<file path="config.mk">
export PLATFORM = sky130hd
export DESIGN_NAME = tsc_ram
export DESIGN_NICKNAME = d
export VERILOG_FILES = /design/src/rtl/tsc_ram.sv
export SDC_FILE = /design/constraint.sdc
export NUM_CORES = 2
export LEC_CHECK = 0
export BUFFER_PORTS_ARGS = -buffer_cell sky130_fd_sc_hd__clkbuf_2
export CAP_MARGIN = 20
export CORE_ASPECT_RATIO = 0.5
export CORE_MARGIN = 2
export CORE_UTILIZATION = 26
export CTS_BUF_LIST = sky130_fd_sc_hd__clkbuf_4
export DETAILED_ROUTE_END_ITERATION = 8
export GPL_TIMING_DRIVEN = 0
export HOLD_SLACK_MARGIN = 0.05
export PLACE_DENSITY_LB_ADDON = 0.25
export SLEW_MARGIN = 20
export SYNTH_ARGS = -nofsm -noshare
export SYNTH_HDL_FRONTEND = slang
export SYNTH_SLANG_ARGS = --single-unit
</file>
<file path="constraint.sdc">
create_clock -name clk_i -period 10.2 [get_ports clk_i]
set_clock_uncertainty 0.2 [all_clocks]
set_input_delay 0.51 -clock clk_i [delete_from_list [all_inputs] [get_ports clk_i]]
set_output_delay 0.51 -clock clk_i [all_outputs]
set_load 0.005 [all_outputs]
</file>
<file path="src/rtl/tsc_ram.sv">
// ----------------------------------------------------------------------------
// tsc_ram
// generic simple dual port ram, one write port, one registered read port
// ----------------------------------------------------------------------------
module tsc_ram #(
  parameter int unsigned WIDTH = 32,
  parameter int unsigned DEPTH = 128,
  localparam int unsigned AW = (DEPTH > 1) ? $clog2(DEPTH) : 1
) (
  input  logic             clk_i,
  input  logic             we_i,
  input  logic [AW-1:0]    waddr_i,
  input  logic [WIDTH-1:0] wdata_i,
  input  logic             re_i,
  input  logic [AW-1:0]    raddr_i,
  output logic [WIDTH-1:0] rdata_o
);

  logic [WIDTH-1:0] mem_q [DEPTH];
  logic [WIDTH-1:0] rdata_q;

  always_ff @(posedge clk_i) begin
    if (we_i) begin
      mem_q[waddr_i] <= wdata_i;
    end
    if (re_i) begin
      rdata_q <= mem_q[raddr_i];
    end
  end

  assign rdata_o = rdata_q;

endmodule

</file>
=== Word level (Yosys, flattened, before mapping) ===
Memories as Yosys holds them, arrays and structs flattened. A register that Yosys moved wholly into a read port is not among the register bits.
Index checks and enable logic that the tools add are counted.
Widths: inputs -> output; s select.

* Register bits after elaboration: 0
* RAM bits: 4,096
* Output and inout port bits: 32
* Logic and storage cells: 3
* Memories: 1

{| class="wikitable"
|+ Memories
! name !! words !! width !! rd ports !! clocked after memory_dff !! write ports !! RTL line !! source
|-
| mem_q || 128 || 32 || 1 || 1 || 1 || 19 || <nowiki>logic [WIDTH-1:0] mem_q [DEPTH];</nowiki>
|}

* Mux-type cells: 2

{| class="wikitable"
|+ Operators with widths
! kind !! count
|-
| $mux 1 || 2
|}

=== Logic depth before layout (Yosys ltp) ===
* Depth in word-level cells: 2
* Mapped depth: 8
* Mapped depth without buffers: 4

=== Least setup slack after synthesis ===
OpenSTA, ideal clock, no wires.

* Path kind: input -> register
* Start point: input port we_i
* End point: memory mem_q[98][0], enable pin
* Library setup time: 0.461 ns
* Arrival: 3.288 ns
* Data required time: 9.539 ns
* Path slack: 6.251 ns
* Cell stages on the path: 3
* Buffers on the path: 1
* Cell sequence: clkbuf_1 > nand4_1 > nor3_1

* Longest elaborated chain between the ends: 2

{| class="wikitable"
|+ Ends and longest elaborated chain
! item !! RTL line !! source
|-
| from (decl) || 11 || <nowiki>input logic we_i,</nowiki>
|-
| $mux 1 || 23 || <nowiki>if (we_i) begin</nowiki>
|-
| $mux 1 (implied by the code) || 24 || <nowiki>mem_q[waddr_i] <= wdata_i;</nowiki>
|-
| to (decl) || 19 ||
|}

Every way passes these cells.

==> out/qor.json <==
{
  "clock_tree.buffer_depth": 5,
  "tritoncts": "built",
  "avgSynthCellArea_um2": 26.14,
  "worstMarginPinSlew_ns": 1.273,
  "finalWeightedCongestion": 0.7910,
  "core_area_um2": 599800,
  "worstRegToRegCells": 5,
  "pwr_density_cell_nw_per_um2": 183.7,
  "yosys_cell_types": 16,
  "max_freq_mhz": 231.2,
  "ff_latch_area_um2": 124000,
  "holdCritStartpoint": "waddr_i[3]",
  "netlist.area_leader.share_pct": 79.16,
  "largest_family_of_logic_cells_by_synthesized_area": "multiplexers",
  "chipHeight_um": 552.8,
  "fill_cells": 57436,
  "finalWorstSetupSlack_ns": 5.874,
  "postRouteAntennaNets": 0,
  "finalCritPeriodShare_pct": 42.41,
  "synth_nets": 6039,
  "synth_compound_gate_area_share_pct": 0,
  "ctsHoldBuffers": 135,
  "min_to": "mem_q[26][29]",
  "irDropWorstVdd_uv": 99.87,
  "synth-edff-count": 4128,
  "totalWireLength_mm": 490.9,
  "grt.met2_usage_pct": 25.31,
  "async_flop_share_pct": 0,
  "period_needed_ns": 4.326,
  "grt.overflow.total": 0,
  "grt_start_max_net_pins": 112,
  "pre_cts_ws_ns": 4.607,
  "synthMostInstantiatedCell": "sky130_fd_sc_hd__edfxtp_1",
  "worst_r2r_startpoint": "mem_q[29][0]",
  "worstHoldPathType": "input pin to flip-flop",
  "cell_leakage_power_uw": 0.05836,
  "drive_gt1_share_pct": 44.55,
  "first_global_vias": 78332,
  "globalRouteMet1Util_pct": 21.80,
  "worst-r2r-setup-slack_ns": 6.68,
  "area_growth_pct": 20.76,
  "worstSetupEndpointType": "flip-flop",
  "rr_endpoint": "rdata_o[0]",
  "dpl_cell_area_um2": 174600,
  "fin_util_pct": 31.53,
  "initial_cell_density_of_the_core_pct": 26.11,
  "startpoint_type": "input pin",
  "syn_area_um2": 156600,
  "final_cell_area_um2": 189100,
  "synth.ff_latch_count": 4128,
  "yosysSeqAreaShare_pct": 79.16,
  "finalSetupViolCount": 0,
  "rsz0062_at_grt": "no",
  "drt_drc_violations_left": 0,
  "worstPathMaxFanout": 10,
  "via_count": 76580,
  "antenna_found_initial": 64,
  "report.final.hold_viol_count": 0,
  "floorplan_die_area_um2": 608900,
  "routed_via_density": 4.704,
  "synth_top_cell_by_area": "sky130_fd_sc_hd__edfxtp_1",
  "row_count": 201,
  "hold_depth": 4,
  "clock_tree.root_cell": "sky130_fd_sc_hd__clkbuf_4",
  "crit_type": "input pin to flip-flop",
  "postCtsSetupBuffers": 0,
  "synth-main-ff-cell": "sky130_fd_sc_hd__edfxtp_1",
  "drt_iter0_markers": 9522,
  "cts.reportedPaths.clkPinSlew_ns": 0.07,
  "post_cts_resize_count": 0,
  "run_status": "completed",
  "relSlewSlack_pct": 15.15,
  "multi_input_area_um2": 32270,
  "numPortBuffers": 69,
  "insertion_delay_ns": 1.74,
  "max_cap_violations": 0,
  "post_synth_mux_area_share_pct": 19.56,
  "cts_num_sinks": 4128,
  "synth-adder-area-share_pct": 0,
  "ys_top_cells_by_area": "sky130_fd_sc_hd__edfxtp_1, sky130_fd_sc_hd__mux4_2, sky130_fd_sc_hd__clkbuf_1, sky130_fd_sc_hd__nor2_1, sky130_fd_sc_hd__buf_2",
  "synth_simple_gate_area_share_pct": 0.4450,
  "timing_max_transition_violations_final": 0,
  "layout.nets": 7663,
  "h-tree-depth": 7,
  "gr_util_all_layers_pct": 15.97,
  "wl_per_cell_um": 30.15,
  "synth.cells.most_frequent": "sky130_fd_sc_hd__edfxtp_1, sky130_fd_sc_hd__mux4_2, sky130_fd_sc_hd__clkbuf_1",
  "post_synth_inst_count": 5990,
  "cts_inserted_buffers": 1126,
  "setup_tns_ns": 0,
  "critPathRequiredTime_ns": 11.41,
  "yosysWarnings": 0,
  "fp.dieW_mm": 1.102,
  "global_route.usage.met3_pct": 3.759,
  "grt_first_pass_wirelength_mm": 663.5,
  "final.hold.worst_slack_ns": 0.2729,
  "arrival_ns": 5.53,
  "drt_first_pass_iters": 5,
  "detailedPlacementHpwl_mm": 339.9,
  "boundaryPins": 81,
  "grt_busiest_layer": "met2",
  "area_share_of_xor_xnor_cells_in_the_synthesized_design_pct": 0
}
==> area by class of cell <==
class | instances | share of cell area, %
flip-flops and latches | 4128 | 65.55
diodes | 57 | 0.07543
plain buffers | 316 | 0.7463
multi-input cells | 1546 | 17.06
repair buffers | 496 | 4.638
clock inverters | 141 | 0.3520
clock buffers | 1579 | 6.268
well taps | 8018 | 5.305
==> per-stage QoR <==
| stage | total power, uW | std cells |
|---|---|---|
| 2_1_floorplan | 20030 | 5990 |
| 3_5_place_dp | 21330 | 14367 |
| 3_3_place_gp | 21250 | 14077 |
| 5_1_grt | 36070 | 16240 |
| 6_report | 34740 | 16281 |
| 4_1_cts | 35170 | 16222 |
==> registers in the layout, indices dropped and copies added (netlist names) <==
signal,flops
mem_q,4096
rdata_o,32
==> placed cells by master (no fill, tap or decap), drive strengths merged <==
master / n
buf: 453
or3: 1
mux2: 32
clkinv: 117
mux4: 1344
nor2b: 7
nand2: 14
bufinv: 5
nand3: 12
nand2b: 2
nor2: 122
diode: 57
dlygate4sd3: 104
nand4: 3
clkbuf: 1834
inv: 19
nor3: 9
edfxtp: 4128
==> logic make-up (layout without fill, tap and decap cells) <==
family,count (synthesis),after routing
buffers and inverters,316,2532
DFF,4128,4128
and+or+nand+nor,170,170
muxes,1376,1376
other,0,57
==> critical path, stage by stage <==
cell	delay, ns
sky130_fd_sc_hd__clkbuf_1	0.21
sky130_fd_sc_hd__buf_2	0.69
sky130_fd_sc_hd__clkbuf_2	0.70
sky130_fd_sc_hd__clkbuf_1	0.85
sky130_fd_sc_hd__mux4_2	0.43
sky130_fd_sc_hd__mux4_2	0.53
sky130_fd_sc_hd__mux4_2	0.53
sky130_fd_sc_hd__mux2_2	0.35
sky130_fd_sc_hd__dlygate4sd3_1	0.65
==> worst max-delay path by stage <==
stage,depth (start not counted),start,endpoint,slack (ns)
after floorplan,3,we_i,mem_q[98][0],6.25
after global placement,4,waddr_i[3],mem_q[100][17],2.62
after detailed placement,8,raddr_i[2],rdata_o[15],4.61
after CTS,9,raddr_i[2],rdata_o[0],6.10
after global routing,9,raddr_i[2],rdata_o[0],6.08
final,9,raddr_i[2],rdata_o[0],5.87
==> metal layers <==
metal	up-vias	wire (um)
met2	3224	234000
li1	30447	-
met1	42276	211300
met3	633	36050
met4	0	9530
met5	-	0
==> report_power, final <==
group | leakage [uW] | switching (uW) | total (uW) | internal (uW)
Combinational | 0.0136 | 1430 | 2230 | 800
Sequential | 0.0371 | 21.7 | 18800 | 18700
Clock | 0.00761 | 6600 | 13700 | 7140
Total | 0.0584 | 8060 | 34700 | 26700
Note: power is estimated with default switching activity, not from simulation.
